File: src/rtl/concentric_disk_sampler_assert.svh
// Assertion macros for the concentric disk sampler.
// Used by the top-level module; no other dependencies.
`ifndef CONCENTRIC_DISK_SAMPLER_ASSERT_SVH
`define CONCENTRIC_DISK_SAMPLER_ASSERT_SVH
`ifndef SYNTHESIS
`define CDS_ASSERT_IMPL(label, clk, rstn, a, c) \
    label: assert property (@(posedge clk) disable iff (!rstn) (a) |-> (c)) \
        else $error("assertion failed");
`define CDS_ASSERT_NEXT(label, clk, rstn, a, c) \
    label: assert property (@(posedge clk) disable iff (!rstn) (a) |=> (c)) \
        else $error("assertion failed");
`else
`define CDS_ASSERT_IMPL(label, clk, rstn, a, c)
`define CDS_ASSERT_NEXT(label, clk, rstn, a, c)
`endif
`endif

File: src/rtl/cds_div_cell.sv
// One restoring-division cell: produces one quotient bit per cycle while en is high.
// Depends on nothing but its ports; instantiated by the top level.
module cds_div_cell #(
    parameter int FB = 16
) (
    input  logic          aclk,
    input  logic          en,
    input  logic [FB:0]   rem_in,
    input  logic [FB:0]   den_in,
    input  logic [FB:0]   quo_in,
    input  logic [FB+4:0] side_in,
    output logic [FB:0]   rem_out,
    output logic [FB:0]   den_out,
    output logic [FB:0]   quo_out,
    output logic [FB+4:0] side_out
);
    logic [FB+1:0] sh;
    logic [FB+1:0] diff;
    logic          ge;

    always_comb begin
        sh = {rem_in, 1'b0};
        diff = sh - {1'b0, den_in};
        ge = sh >= {1'b0, den_in};
    end

    always_ff @(posedge aclk) begin
        if (en) begin
            rem_out  <= ge ? diff[FB:0] : sh[FB:0];
            den_out  <= den_in;
            quo_out  <= {quo_in[FB-1:0], ge};
            side_out <= side_in;
        end
    end
endmodule

File: config.mk
export PLATFORM = sky130hd
export DESIGN_NAME = cds_div_cell
export DESIGN_NICKNAME = d
export VERILOG_FILES = /design/src/rtl/concentric_disk_sampler_assert.svh /design/src/rtl/cds_div_cell.sv
export SDC_FILE = /design/constraint.sdc
export NUM_CORES = 1
export LEC_CHECK = 0
export BUFFER_PORTS_ARGS = -buffer_cell sky130_fd_sc_hd__buf_2
export CAP_MARGIN = 15
export CORE_ASPECT_RATIO = 0.6
export CORE_MARGIN = 3
export CORE_UTILIZATION = 47
export CTS_CLUSTER_SIZE = 16
export DETAILED_ROUTE_END_ITERATION = 8
export PLACE_DENSITY = 0.89
export REMOVE_ABC_BUFFERS = 1
export SYNTH_ARGS = -nofsm -noshare
export SYNTH_HDL_FRONTEND = slang
export SYNTH_SLANG_ARGS = --single-unit
File: constraint.sdc
create_clock -name aclk -period 3.85 [get_ports aclk]
set_input_delay 1.155 -clock aclk [delete_from_list [all_inputs] [get_ports aclk]]
set_output_delay 1.155 -clock aclk [all_outputs]
set_load 0.1 [all_outputs]
==> impl_metrics.yaml <==
detailed_routing:
  drc: 0
  drtPass1Iterations: 4
  ant_nets: 0
  viasPerCell: 5.29
  wl_per_cell_um: 17.5
  vias: 2458
  first_iter_violations: 154
  routed_wl_mm: 8.15
finish:
  layout_commonest_cell: "buf_2"
  mostFrequentLayoutCells: "buf_2, edfxtp_1, inv_1"
  final_area_mm2: 0.00440
  fin_util_pct: 68.3
  diodes: 0
  drive_gt1_share_pct: 47.5
  area_delta_synth_final_pct: 33.5
  fin_nets: 468
power_and_ir_drop:
  power_frac_seq_pct: 37.4
  vdd.ir_drop.worst_mv: 0.453
  power_density_mw_per_mm2: 592
  switching_share_pct: 39.9
  internal-power_mw: 1.57
  pwr-share-clk_pct: 28.7
  combPwrFrac_pct: 33.9
  leakage_nw: 2.00
  p_sw_mw: 1.04
floorplan:
  die_y_um: 70.9
  ios: 146
  initial_core_util_pct: 51.2
  die_x_um: 114
  die-area_mm2: 0.00809
  num_rows: 22
  core_mm2: 0.00644
sta:
  hold_slack_ps: 1000
  report.final.slew_viol_count: 0
  finalHoldViolations: 0
  period_needed_ps: 3420
  fmax_ghz: 0.292
  setup_viol: 0
  period_share_pct: 88.9
  slew_headroom_pct: 39.5
  rsz0062_at_grt: "false"
  setup-tns-final_ps: 0
  worst_pin_slew_ps: 907
status:
  status: "finished clean"
logic_synthesis:
  synth_flop_cell: "edfxtp_1"
  avgSynthCellArea_um2: 15.0
  ys_warn_count: 0
  synth_edf_count: 72
  async_reset_ff_share_pct: 0
  syn_area_mm2: 0.00330
  yosys_register_bits: 72
  yosysSeqAreaShare_pct: 65.6
  synth_cell_types: 43
  synthCells: 220
global_route:
  grt_max_degree: 73
  grt-ovfl-total: 0
  grt_pass1_vias: 2357
  grt_antenna_before_repair: 0
  grt_pass1_wl_mm: 12.2
  grt_usage_pct: 20.2
worst_hold_path:
  hp-class: "input port to flip-flop"
cts:
  cts_setup_buffers: 0
  cts_tree: "built"
  cts.sink_count: 72
  cts_resized: 0
  clk_pin_slew_ps: 60
  cts_hold_buffers: 0
  cts_htree_levels: 3
  clk_path_buf_depth: 2
  cts_root_buf: "clkbuf_16"
  numCtsBuffers: 9
worst_setup_path:
  slowest_stage: "fa_1"
  crit_fanout: 11
  path_cells: "buf_2 -> inv_1 -> fa_1 -> and2b_1 -> o2111ai_2 -> a32oi_2 -> a221oi_4 -> o21ai_4 -> buf_4 -> mux2_2"
  max_stage_delay_ps: 460
  start_kind: "input port"
  cp.arrival_ps: 3500
  critPathRequiredTime_ps: 3930
  cp-end-kind: "flip-flop"
  path_class: "input port to flip-flop"
place:
  place_congestion: 0.926
  placed_cell_area_mm2: 0.00413
  io_buffer_count: 144
  dp_hpwl_mm: 6.30
flow_run:
  drv_cap: 0
worst max-delay path: cells and delay by family:
kind,cells,cell delay [ps]
adder cells (fa/ha/maj),1,460
AND/OR/NAND/NOR,1,250
AO/OA/AOI/OAI,4,900
buffers and inverters,3,380
multiplexers,1,350
layout make-up:
cell class / instances / area (µm²)
repair buffers: 146 / 738
fillers: 486 / 2040
inverters: 22 / 82.6
multi-input cells: 125 / 1040
clock buffers: 10 / 229
clock inverters: 6 / 43.8
well taps: 84 / 105
flip-flops and latches: 72 / 2160
cells by family (layout without fill, tap and decap cells):
family / after synthesis / after routing / share of synthesized area (%)
compound gates: 48 / 48 / 11.3
xor+xnor: 11 / 11 / 2.92
fa+ha+maj: 18 / 18 / 7.06
buf+inv: 23 / 184 / 2.85
flops: 72 / 72 / 65.6
mux: 14 / 14 / 5.28
simple gates: 34 / 34 / 5.01
path summary, 6_finish.rpt:
check                      start     endpoint  slack [ps]  cells after the start
worst max-delay path   rem_in[0]   rem_out[6]         430                     10
worst min-delay path  quo_in[15]  quo_out[16]        1000                      1
Yosys cell counts (2+ instances only):
master	count	area share, %
edfxtp_1	72	66
inv_1	22	2.5
ha_1	17	6.5
a21oi_1	11	1.7
nand2_1	10	1.1
nor2_1	9	1.0
a21o_1	7	1.6
mux2_2	7	2.4
xor2_1	7	1.9
o21ai_0	6	0.91
mux2_4	5	2.3
nand2b_1	4	0.76
o21a_1	4	0.91
xnor2_1	4	1.1
o211ai_1	3	0.68
a211o_1	2	0.53
mux2i_1	2	0.61
nand3_1	2	0.30
nor3_1	2	0.30
through the flow:
step	cells	worst slack [ps]	power, mW
floorplan	219	323	1.71
global placement	449	143	1.86
detailed placement	449	113	1.87
CTS	465	450	2.63
global route	465	313	2.70
finish	465	426	2.61
registers in the layout, indices dropped and copies added (netlist names):
| name | flops |
|---|---|
| rem_out | 17 |
| side_out | 21 |
| den_out | 17 |
| quo_out | 17 |
per-layer routing:
metal,track usage [%],share of wire [%],wire length [µm],vias to the layer above
li1,-,-,-,1147
met1,25.4,42,3420,1172
met2,31.7,46,3710,130
met3,9.40,11,918,9
met4,5.93,1.2,99,0
met5,0,0,0,-
power groups by stage:
stage / Sequential, mW / Combinational, mW / Clock [mW]
after CTS: 0.976 / 0.884 / 0.766
final: 0.975 / 0.884 / 0.748
after global placement: 0.986 / 0.870 / 0
after global routing: 0.982 / 0.917 / 0.801
after detailed placement: 0.991 / 0.883 / 0
after floorplan: 1.54 / 0.168 / 0
Power figures use the tool's default switching activity.
