## src/rtl/concentric_disk_sampler_assert.svh

```systemverilog
// Assertion macros for the concentric disk sampler.
// Used by the top-level module; no other dependencies.
`ifndef CONCENTRIC_DISK_SAMPLER_ASSERT_SVH
`define CONCENTRIC_DISK_SAMPLER_ASSERT_SVH
`ifndef SYNTHESIS
`define CDS_ASSERT_IMPL(label, clk, rstn, a, c) \
    label: assert property (@(posedge clk) disable iff (!rstn) (a) |-> (c)) \
        else $error("assertion failed");
`define CDS_ASSERT_NEXT(label, clk, rstn, a, c) \
    label: assert property (@(posedge clk) disable iff (!rstn) (a) |=> (c)) \
        else $error("assertion failed");
`else
`define CDS_ASSERT_IMPL(label, clk, rstn, a, c)
`define CDS_ASSERT_NEXT(label, clk, rstn, a, c)
`endif
`endif

```

## src/rtl/cds_pkg.sv

```systemverilog
// Package for the concentric disk sampler: constants and the arctangent table.
// No dependencies.
package cds_pkg;
    localparam logic [31:0] ANG_PI_4 = 32'h3243F6A9;
    localparam logic [31:0] INV_GAIN = 32'h26DD3B6A;

    function automatic logic [31:0] atan_q30(input logic [5:0] idx);
        logic [31:0] r;
        begin
            case (idx)
                6'd0: r = 32'h3243F6A8;  6'd1: r = 32'h1DAC6705;
                6'd2: r = 32'h0FADBAFC;  6'd3: r = 32'h07F56EA6;
                6'd4: r = 32'h03FEAB76;  6'd5: r = 32'h01FFD55B;
                6'd6: r = 32'h00FFFAAA;  6'd7: r = 32'h007FFF55;
                6'd8: r = 32'h003FFFEA;  6'd9: r = 32'h001FFFFD;
                6'd10: r = 32'h000FFFFF; 6'd11: r = 32'h0007FFFF;
                6'd12: r = 32'h0003FFFF; 6'd13: r = 32'h0001FFFF;
                6'd14: r = 32'h0000FFFF; 6'd15: r = 32'h00007FFF;
                6'd16: r = 32'h00003FFF; 6'd17: r = 32'h00001FFF;
                6'd18: r = 32'h00000FFF; 6'd19: r = 32'h000007FF;
                6'd20: r = 32'h000003FF; 6'd21: r = 32'h000001FF;
                6'd22: r = 32'h000000FF; 6'd23: r = 32'h0000007F;
                6'd24: r = 32'h0000003F; 6'd25: r = 32'h0000001F;
                6'd26: r = 32'h0000000F; 6'd27: r = 32'h00000008;
                6'd28: r = 32'h00000004; 6'd29: r = 32'h00000002;
                6'd30: r = 32'h00000001;
                default: r = 32'h00000000;
            endcase
            return r;
        end
    endfunction
endpackage

```

## src/rtl/cds_cordic_cell.sv

```systemverilog
// One CORDIC rotation cell with a fixed stage index.
// Depends on cds_pkg for the arctangent table.
module cds_cordic_cell #(
    parameter int STAGE = 0,
    parameter int SW = 8
) (
    input  logic               aclk,
    input  logic               en,
    input  logic signed [33:0] x_in,
    input  logic signed [33:0] y_in,
    input  logic signed [33:0] z_in,
    input  logic [SW-1:0]      side_in,
    output logic signed [33:0] x_out,
    output logic signed [33:0] y_out,
    output logic signed [33:0] z_out,
    output logic [SW-1:0]      side_out
);
    logic signed [33:0] xs, ys, at;

    always_comb begin
        xs = x_in >>> STAGE;
        ys = y_in >>> STAGE;
        at = 34'(cds_pkg::atan_q30(6'(STAGE)));
    end

    always_ff @(posedge aclk) begin
        if (en) begin
            if (!z_in[33]) begin
                x_out <= x_in - ys;
                y_out <= y_in + xs;
                z_out <= z_in - at;
            end else begin
                x_out <= x_in + ys;
                y_out <= y_in - xs;
                z_out <= z_in + at;
            end
            side_out <= side_in;
        end
    end
endmodule
```

## config.mk

```make
export PLATFORM = sky130hd
export DESIGN_NAME = cds_cordic_cell
export DESIGN_NICKNAME = d
export VERILOG_FILES = /design/src/rtl/concentric_disk_sampler_assert.svh /design/src/rtl/cds_pkg.sv /design/src/rtl/cds_cordic_cell.sv
export SDC_FILE = /design/constraint.sdc
export NUM_CORES = 1
export LEC_CHECK = 0
export BUFFER_PORTS_ARGS = -buffer_cell sky130_fd_sc_hd__buf_2
export CAP_MARGIN = 20
export CORE_UTILIZATION = 25
export CTS_BUF_LIST = sky130_fd_sc_hd__clkbuf_4 sky130_fd_sc_hd__clkbuf_8
export CTS_CLUSTER_DIAMETER = 80
export DETAILED_ROUTE_END_ITERATION = 6
export GPL_ROUTABILITY_DRIVEN = 0
export HOLD_SLACK_MARGIN = 0.03
export MAX_ROUTING_LAYER = met4
export PLACE_DENSITY_LB_ADDON = 0.3
export SYNTH_ARGS = -nofsm -noshare
export SYNTH_HDL_FRONTEND = slang
export SYNTH_SLANG_ARGS = --single-unit
```

## constraint.sdc

```tcl
create_clock -name aclk -period 5.81 [get_ports aclk]
set_input_delay 1.4525 -clock aclk [delete_from_list [all_inputs] [get_ports aclk]]
set_output_delay 1.4525 -clock aclk [all_outputs]
set_load 0.02 [all_outputs]
```

==> impl_results.rst, run 1 <==
.. list-table::
   :header-rows: 1

   * - Metric
     - Value
   * - Relative slew slack
     - 0.289
   * - Clock transition at the registers of the reported paths
     - between 0.1 and 0.15 ns
   * - Port buffer count
     - around 220
   * - Area growth from synthesis to final layout
     - 17.4%
   * - Largest buffer count on any clock path
     - 2
   * - Post CTS Setup Buffer Count
     - 0
   * - Layout cell share with drive strength beyond 1
     - 0.193
   * - Standard-cell rows
     - 75
   * - Antenna violations before repair
     - 11
   * - Count of filler cells inserted in the layout
     - 4489
   * - Remaining antenna violation count
     - 0
   * - Count of cell types in the netlist
     - just over 80
   * - Resized cells post-CTS
     - 0
   * - Largest voltage drop on the vdd net
     - 0.110 mV
   * - Routed met2 length
     - about 16000 um
   * - Effective utilization at floorplan
     - 0.254
   * - Number of global-route vias before repair
     - around 9500
   * - Synthesized instance count
     - 1220
   * - Critical Path Start Type
     - input pin
   * - Slowest CP cell
     - sky130_fd_sc_hd__fa_1
   * - GRT Resource Usage Total
     - 0.161
   * - # setup viols final
     - 0
   * - Cts bufs inserted
     - 9
   * - Via/cell ratio
     - 4.99
   * - Pin count of the biggest net entering global routing
     - between 70 and 80
   * - CP max FO
     - 4
   * - DIE HEIGHT
     - roughly 210 um
   * - Core Region
     - 41900 um^2
   * - Fraction of the yosys area taken by sequential cells
     - 0.308
   * - Placement Setup Slack
     - around 1.2 ns
   * - Number of nets in the finished design
     - 1653
   * - Register bit total from synthesis
     - around 110
   * - Power density normalized to cell area
     - ~230 nW/um^2
   * - DRC viols
     - 0
   * - Total wire length
     - 34600 um
   * - Commonest non-fill, non-tap cells in the layout
     - 219 x sky130_fd_sc_hd__buf_2, 143 x sky130_fd_sc_hd__a21oi_1, 128 x sky130_fd_sc_hd__ha_1, 109 x sky130_fd_sc_hd__edfxtp_1, 108 x sky130_fd_sc_hd__nor2_1
   * - Number of primary I/O pins
     - between 200 and 250
   * - Run status
     - completed
   * - Commonest non-fill, non-tap cell in the layout
     - sky130_fd_sc_hd__buf_2
   * - Top_reg_cell synth
     - sky130_fd_sc_hd__edfxtp_1
   * - Number of max-capacitance violations reported
     - 0
   * - Leakage power of the design
     - about 5.5 nW
   * - Design Area, Final
     - roughly 12000 um^2
   * - Violation count after the first detailed-route iteration
     - between 700 and 800
   * - Overflow left after global routing
     - 0
   * - Clock tree from TritonCTS
     - done
   * - Total negative setup slack
     - 0 ns
   * - Area share of the leading cell type in the synthesized netlist
     - 0.308
   * - Sinks on Clock Net
     - roughly 110
   * - Routed metal-1 wirelength
     - approximately 16000 um
   * - Die W
     - around 210 um
   * - Class of the tightest hold or removal check
     - in2reg
   * - Unrepaired setup endpoints after global routing
     - no
   * - Ys async rst share
     - 0
   * - DIE AREA
     - 43400 um^2
   * - Worst slew pin tran
     - between 1 and 1.5 ns
   * - Total length of routed met3 wires
     - about 2200 um
   * - CTS root buf
     - sky130_fd_sc_hd__clkbuf_8
   * - Area occupied by multi-input gates
     - between 6000 and 7000 um^2
   * - Number of H-tree branching levels
     - 3
   * - Crit path capture type
     - flop
   * - Routed len/inst
     - between 15 and 20 um
   * - Final Worst Setup Slack
     - 1.67 ns
   * - Final HPWL DP
     - 27800 um
   * - Global-route wire length before repair
     - roughly 53000 um
   * - Area post-placement
     - approximately 12000 um^2
   * - Post-layout minimum cycle time
     - between 4 and 5 ns
   * - Cts-stage hold buffer count
     - 0
   * - Worst EP arrival
     - ~4.3 ns
   * - Classification of the worst setup path
     - in2reg
   * - Final-report hold violation count
     - 0
   * - Routed via count
     - around 9800
   * - Count of pins over their slew limit
     - 0
   * - Average size of a mapped cell
     - 8.72 um^2
   * - Number of detailed-route iterations in the first pass
     - 5
   * - Highest clock rate
     - 0.241 GHz
   * - Top cell type by total area after synthesis
     - sky130_fd_sc_hd__edfxtp_1
   * - Tcrit/Tclk final
     - 0.713
   * - Number of synthesized flops with an enable pin
     - 109
   * - Chain of cells forming the critical path
     - buf_2 -> ha_1 -> fa_1 -> nor2b_1 -> o211ai_1 -> a211oi_1 -> o211ai_2 -> o21ai_1 -> nor2_1 -> o21ai_1 -> a211oi_1 -> xnor2_1
   * - Mapped Area
     - 10600 um^2
   * - Total number of yosys warnings
     - 0
   * - Slowest Stage Delay on Critical Path
     - 0.41 ns
   * - Highest metal layer with signal wires
     - met4
   * - Data required time at the worst endpoint
     - around 6.0 ns
   * - Area taken by flip-flops and latches
     - 3270 um^2
   * - Top post-synthesis cells by area
     - sky130_fd_sc_hd__edfxtp_1 31%, sky130_fd_sc_hd__ha_1 15%, sky130_fd_sc_hd__a21oi_1 6.7%, sky130_fd_sc_hd__xnor2_1 5.7%, sky130_fd_sc_hd__nor2_1 3.8%
   * - Mapped Nets
     - about 1500
[worst paths after layout]
kind	startpoint	endpoint	slack, ns	depth (start not counted)
hold / removal	z_in[0]	z_out[0]$_DFFE_PP_	1.19	1
setup / recovery	x_in[0]	x_out[32]$_DFFE_PP_	1.67	12
[where the power goes]
| group | switching [mW] | internal [mW] | leakage (nW) |
|---|---|---|---|
| registers | 0.0352 | 1.03 | 1.07 |
| logic | 0.784 | 0.428 | 4.32 |
| clock network | 0.293 | 0.280 | 0.109 |
| total | 1.11 | 1.74 | 5.49 |
[state kept, by name, summed over array words and instances (netlist names)]
name	flops
side_out	8
x_out	34
y_out	33
z_out	34
[cell type report]
type / count / area share
clock buffer: 9 / 0.00992
inverter: 110 / 0.0331
multi-input combinational: 952 / 0.538
sequential: 109 / 0.262
timing repair buffer: 227 / 0.0926
tap: 539 / 0.0540
antenna: 12 / 0.00241
clock inverter: 5 / 0.00812
[per-stage QoR]
stage	std cells	hold slack, ns	util	power (mW)
after global routing	1962	1.18	0.298	3.02
after CTS	1951	1.16	0.297	2.88
after floorplan	1220	1.55	-	1.90
after global placement	1937	1.63	0.292	2.29
after detailed placement	1937	1.63	0.292	2.30
final	1963	1.19	0.298	2.85
[metal layers]
layer	up-vias	global-route usage
met2	327	0.256
met1	4634	0.200
met3	43	0.0331
met5	-	-
met4	0	0.0618
li1	4788	-
[kinds of logic (layout without fill, tap and decap cells)]
kind of cell / Yosys count / after routing / synth area share
buffers and inverters: 159 / 351 / 0.0612
DFF: 109 / 109 / 0.308
other: 0 / 12 / 0
and+or+nand+nor: 314 / 314 / 0.142
AOI/OAI and AO/OA: 403 / 403 / 0.245
xor gates and xnor gates: 88 / 88 / 0.0725
muxes: 15 / 15 / 0.0141
adders and majority gates: 132 / 132 / 0.158
[cells in the mapped netlist (4+ instances only)]
cell and number:
sky130_fd_sc_hd__a31oi_1 10, sky130_fd_sc_hd__o21bai_1 25, sky130_fd_sc_hd__nand2b_1 14, sky130_fd_sc_hd__nand3_1 18, sky130_fd_sc_hd__nor3b_1 4, sky130_fd_sc_hd__xor2_1 19, sky130_fd_sc_hd__a21o_1 37, sky130_fd_sc_hd__o41ai_1 4
sky130_fd_sc_hd__a211oi_1 15, sky130_fd_sc_hd__o21ai_1 7, sky130_fd_sc_hd__fa_1 4, sky130_fd_sc_hd__a311oi_1 4, sky130_fd_sc_hd__a22oi_1 4, sky130_fd_sc_hd__buf_2 15, sky130_fd_sc_hd__and3_1 9, sky130_fd_sc_hd__buf_1 5
sky130_fd_sc_hd__edfxtp_1 109, sky130_fd_sc_hd__xnor2_1 69, sky130_fd_sc_hd__nor4_1 9, sky130_fd_sc_hd__inv_1 106, sky130_fd_sc_hd__o31ai_1 5, sky130_fd_sc_hd__ha_1 128, sky130_fd_sc_hd__nor3_1 28, sky130_fd_sc_hd__o211ai_1 8
sky130_fd_sc_hd__mux2i_1 15, sky130_fd_sc_hd__nand4_1 15, sky130_fd_sc_hd__nor2_1 108, sky130_fd_sc_hd__o21ai_0 77, sky130_fd_sc_hd__a221o_1 4, sky130_fd_sc_hd__a31o_2 4, sky130_fd_sc_hd__a21oi_1 143, sky130_fd_sc_hd__nor2b_1 20
sky130_fd_sc_hd__or3_1 5, sky130_fd_sc_hd__clkbuf_1 22, sky130_fd_sc_hd__o21a_1 9, sky130_fd_sc_hd__nand2_1 69
[worst max-delay path: cells and delay by family]
| family | cells | cell delay, ns |
|---|---|---|
| fa+ha+maj | 2 | 0.63 |
| simple gates | 2 | 0.50 |
| compound gates | 6 | 1.54 |
| xor+xnor | 1 | 0.09 |
| buf+inv | 1 | 0.11 |
No activity file was read; power rests on OpenSTA's default activity.
==> run 2: changes to the inputs <==
==> constraint.sdc (replaced) <==
create_clock -name aclk -period 3.57 [get_ports aclk]
set_input_delay 0.8925 -clock aclk [delete_from_list [all_inputs] [get_ports aclk]]
set_output_delay 0.8925 -clock aclk [all_outputs]
set_load 0.02 [all_outputs]
==> run 2 against run 1 <==
Utilization rose by 3.2 points. Sequential share of layout area is 2.6 points lower. Die area stayed put. Count of clock-buffer cells in the layout unchanged. Sequential cell count unchanged. Setup slack got worse by 1.5 ns. Via count up 6.9%. Design area up 11%. Power increased by 69%. Wire length rose by 5.1%. Critical endpoint is now y_out[25]$_DFFE_PP_.
==> impl_results.rst, run 2 (synthesis results as in run 1) <==
.. list-table::
   :header-rows: 1

   * - Metric
     - Value
   * - Count of pins over their slew limit
     - 0
   * - Slowest Stage Delay on Critical Path
     - 0.40 ns
   * - Clock tree from TritonCTS
     - done
   * - Commonest non-fill, non-tap cell in the layout
     - sky130_fd_sc_hd__buf_2
   * - Relative slew slack
     - 0.470
   * - Routed met2 length
     - 16600 um
   * - Final HPWL DP
     - 29800 um
   * - Cts-stage hold buffer count
     - 0
   * - GRT Resource Usage Total
     - 0.172
   * - Resized cells post-CTS
     - 0
   * - CP max FO
     - 5
   * - Non-filler instance count after layout
     - roughly 2100
   * - Post CTS Setup Buffer Count
     - 0
   * - Number of H-tree branching levels
     - 3
   * - Critical Path Start Type
     - input pin
   * - Largest buffer count on any clock path
     - 2
   * - Number of detailed-route iterations in the first pass
     - 5
   * - Cell type group with the largest total delay on the critical path
     - compound AO/OA/AOI/OAI gates
   * - Standard-cell rows
     - between 70 and 80
   * - Tcrit/Tclk final
     - 0.945
   * - Antenna violations before repair
     - 13
   * - Largest voltage drop on the vdd net
     - approximately 0.18 mV
   * - DIE HEIGHT
     - 208 um
   * - Slowest CP cell
     - sky130_fd_sc_hd__a221oi_1
   * - Violation count after the first detailed-route iteration
     - 700
   * - Pin count of the biggest net entering global routing
     - 64
   * - CTS root buf
     - sky130_fd_sc_hd__clkbuf_8
   * - Number of nets in the finished design
     - roughly 1800
   * - # setup viols final
     - 0
   * - Routed len/inst
     - 16.9 um
   * - Routed metal-1 wirelength
     - 16300 um
   * - Total length of routed met3 wires
     - 2440 um
   * - Unrepaired setup endpoints after global routing
     - no
   * - DIE AREA
     - between 40000 and 50000 um^2
   * - Chain of cells forming the critical path
     - buf_2 -> inv_1 -> ha_1 -> nor2b_1 -> o2111a_1 -> o31a_2 -> buf_4 -> a221oi_1 -> a21boi_1 -> nor2_1 -> nor3_1 -> a221oi_2 -> xor2_1
   * - Crit path capture type
     - flop
   * - Remaining antenna violation count
     - 0
   * - Placed Cells
     - 2118
   * - Clock transition at the registers of the reported paths
     - 0.14 ns
   * - Core Region
     - roughly 42000 um^2
   * - Power density normalized to cell area
     - ~350 nW/um^2
   * - Critical path buffer and inverter count
     - 3
   * - Cts bufs inserted
     - 9
   * - Worst EP arrival
     - about 3.6 ns
   * - Via/cell ratio
     - 4.87
   * - Global-route wire length before repair
     - 56700 um
   * - Overflow left after global routing
     - 0
   * - Run status
     - completed
   * - Port buffer count
     - around 220
   * - Highest clock rate
     - 0.296 GHz
   * - Effective utilization at floorplan
     - 0.254
   * - Sinks on Clock Net
     - roughly 110
   * - Worst slew pin tran
     - roughly 0.8 ns
   * - Routed via count
     - 10500
   * - Leakage power of the design
     - 6.36 nW
   * - Number of global-route vias before repair
     - about 10000
   * - Post-layout minimum cycle time
     - ~3.4 ns
   * - Largest registers in the final layout
     - x_out: 34 flops, z_out: 34 flops, y_out: 33 flops
   * - Classification of the worst setup path
     - in2reg
   * - Share of the core filled with cells
     - 0.330
   * - Final Worst Setup Slack
     - between 0.15 and 0.2 ns
   * - Data required time at the worst endpoint
     - 3.79 ns
   * - Class of the tightest hold or removal check
     - in2reg
   * - Area growth from synthesis to final layout
     - 30.1%
   * - Number of primary I/O pins
     - about 220
   * - Layout cell share with drive strength beyond 1
     - 0.287
   * - Die W
     - 208 um
   * - DRC viols
     - 0
   * - Final-report hold violation count
     - 0
   * - Number of max-capacitance violations reported
     - 0
   * - Highest metal layer with signal wires
     - met4
   * - Total power after layout
     - between 4 and 5 mW
   * - Commonest non-fill, non-tap cells in the layout
     - 219 x sky130_fd_sc_hd__buf_2, 188 x sky130_fd_sc_hd__buf_4, 143 x sky130_fd_sc_hd__a21oi_1, 128 x sky130_fd_sc_hd__ha_1, 109 x sky130_fd_sc_hd__edfxtp_1
   * - Placement Setup Slack
     - -0.322 ns
   * - Total wire length
     - ~36000 um
==> run 2: metal layers <==
| metal | up-vias | track usage |
|---|---|---|
| li1 | 5157 | - |
| met1 | 4935 | 0.215 |
| met2 | 320 | 0.272 |
| met3 | 54 | 0.0352 |
| met4 | 0 | 0.0656 |
| met5 | - | - |
==> run 2: per-stage QoR <==
step,hold slack [ns],TNS [ns],instance area (um^2)
detailed placement,1.07,-4.98,13600
floorplan,0.991,0,10600
global route,0.591,0,13800
finish,0.596,0,13800
global placement,1.07,-4.34,13600
CTS,0.577,0,13800
==> run 2: worst paths after layout <==
path | endpoint | slack, ns | cells past startpoint | start
worst max-delay path | y_out[25]$_DFFE_PP_ | 0.20 | 13 | x_in[1]
worst min-delay path | side_out[2]$_DFFE_PP_ | 0.60 | 1 | side_in[2]
==> run 2: cell type report <==
type	instances	area [um^2]
Clock inverter	7	72.6
Tap cell	539	674
Antenna cell	14	35.0
Inverter	110	413
Sequential cell	109	3270
Fill cell	4388	28100
Multi-Input combinational cell	952	6720
Clock buffer	9	124
Timing Repair Buffer	408	2530
==> run 2: power by group <==
| group | internal, mW | switching (mW) | total (mW) |
|---|---|---|---|
| Combinational | 0.904 | 1.33 | 2.23 |
| Clock | 0.329 | 0.532 | 0.860 |
| Sequential | 1.68 | 0.0625 | 1.74 |
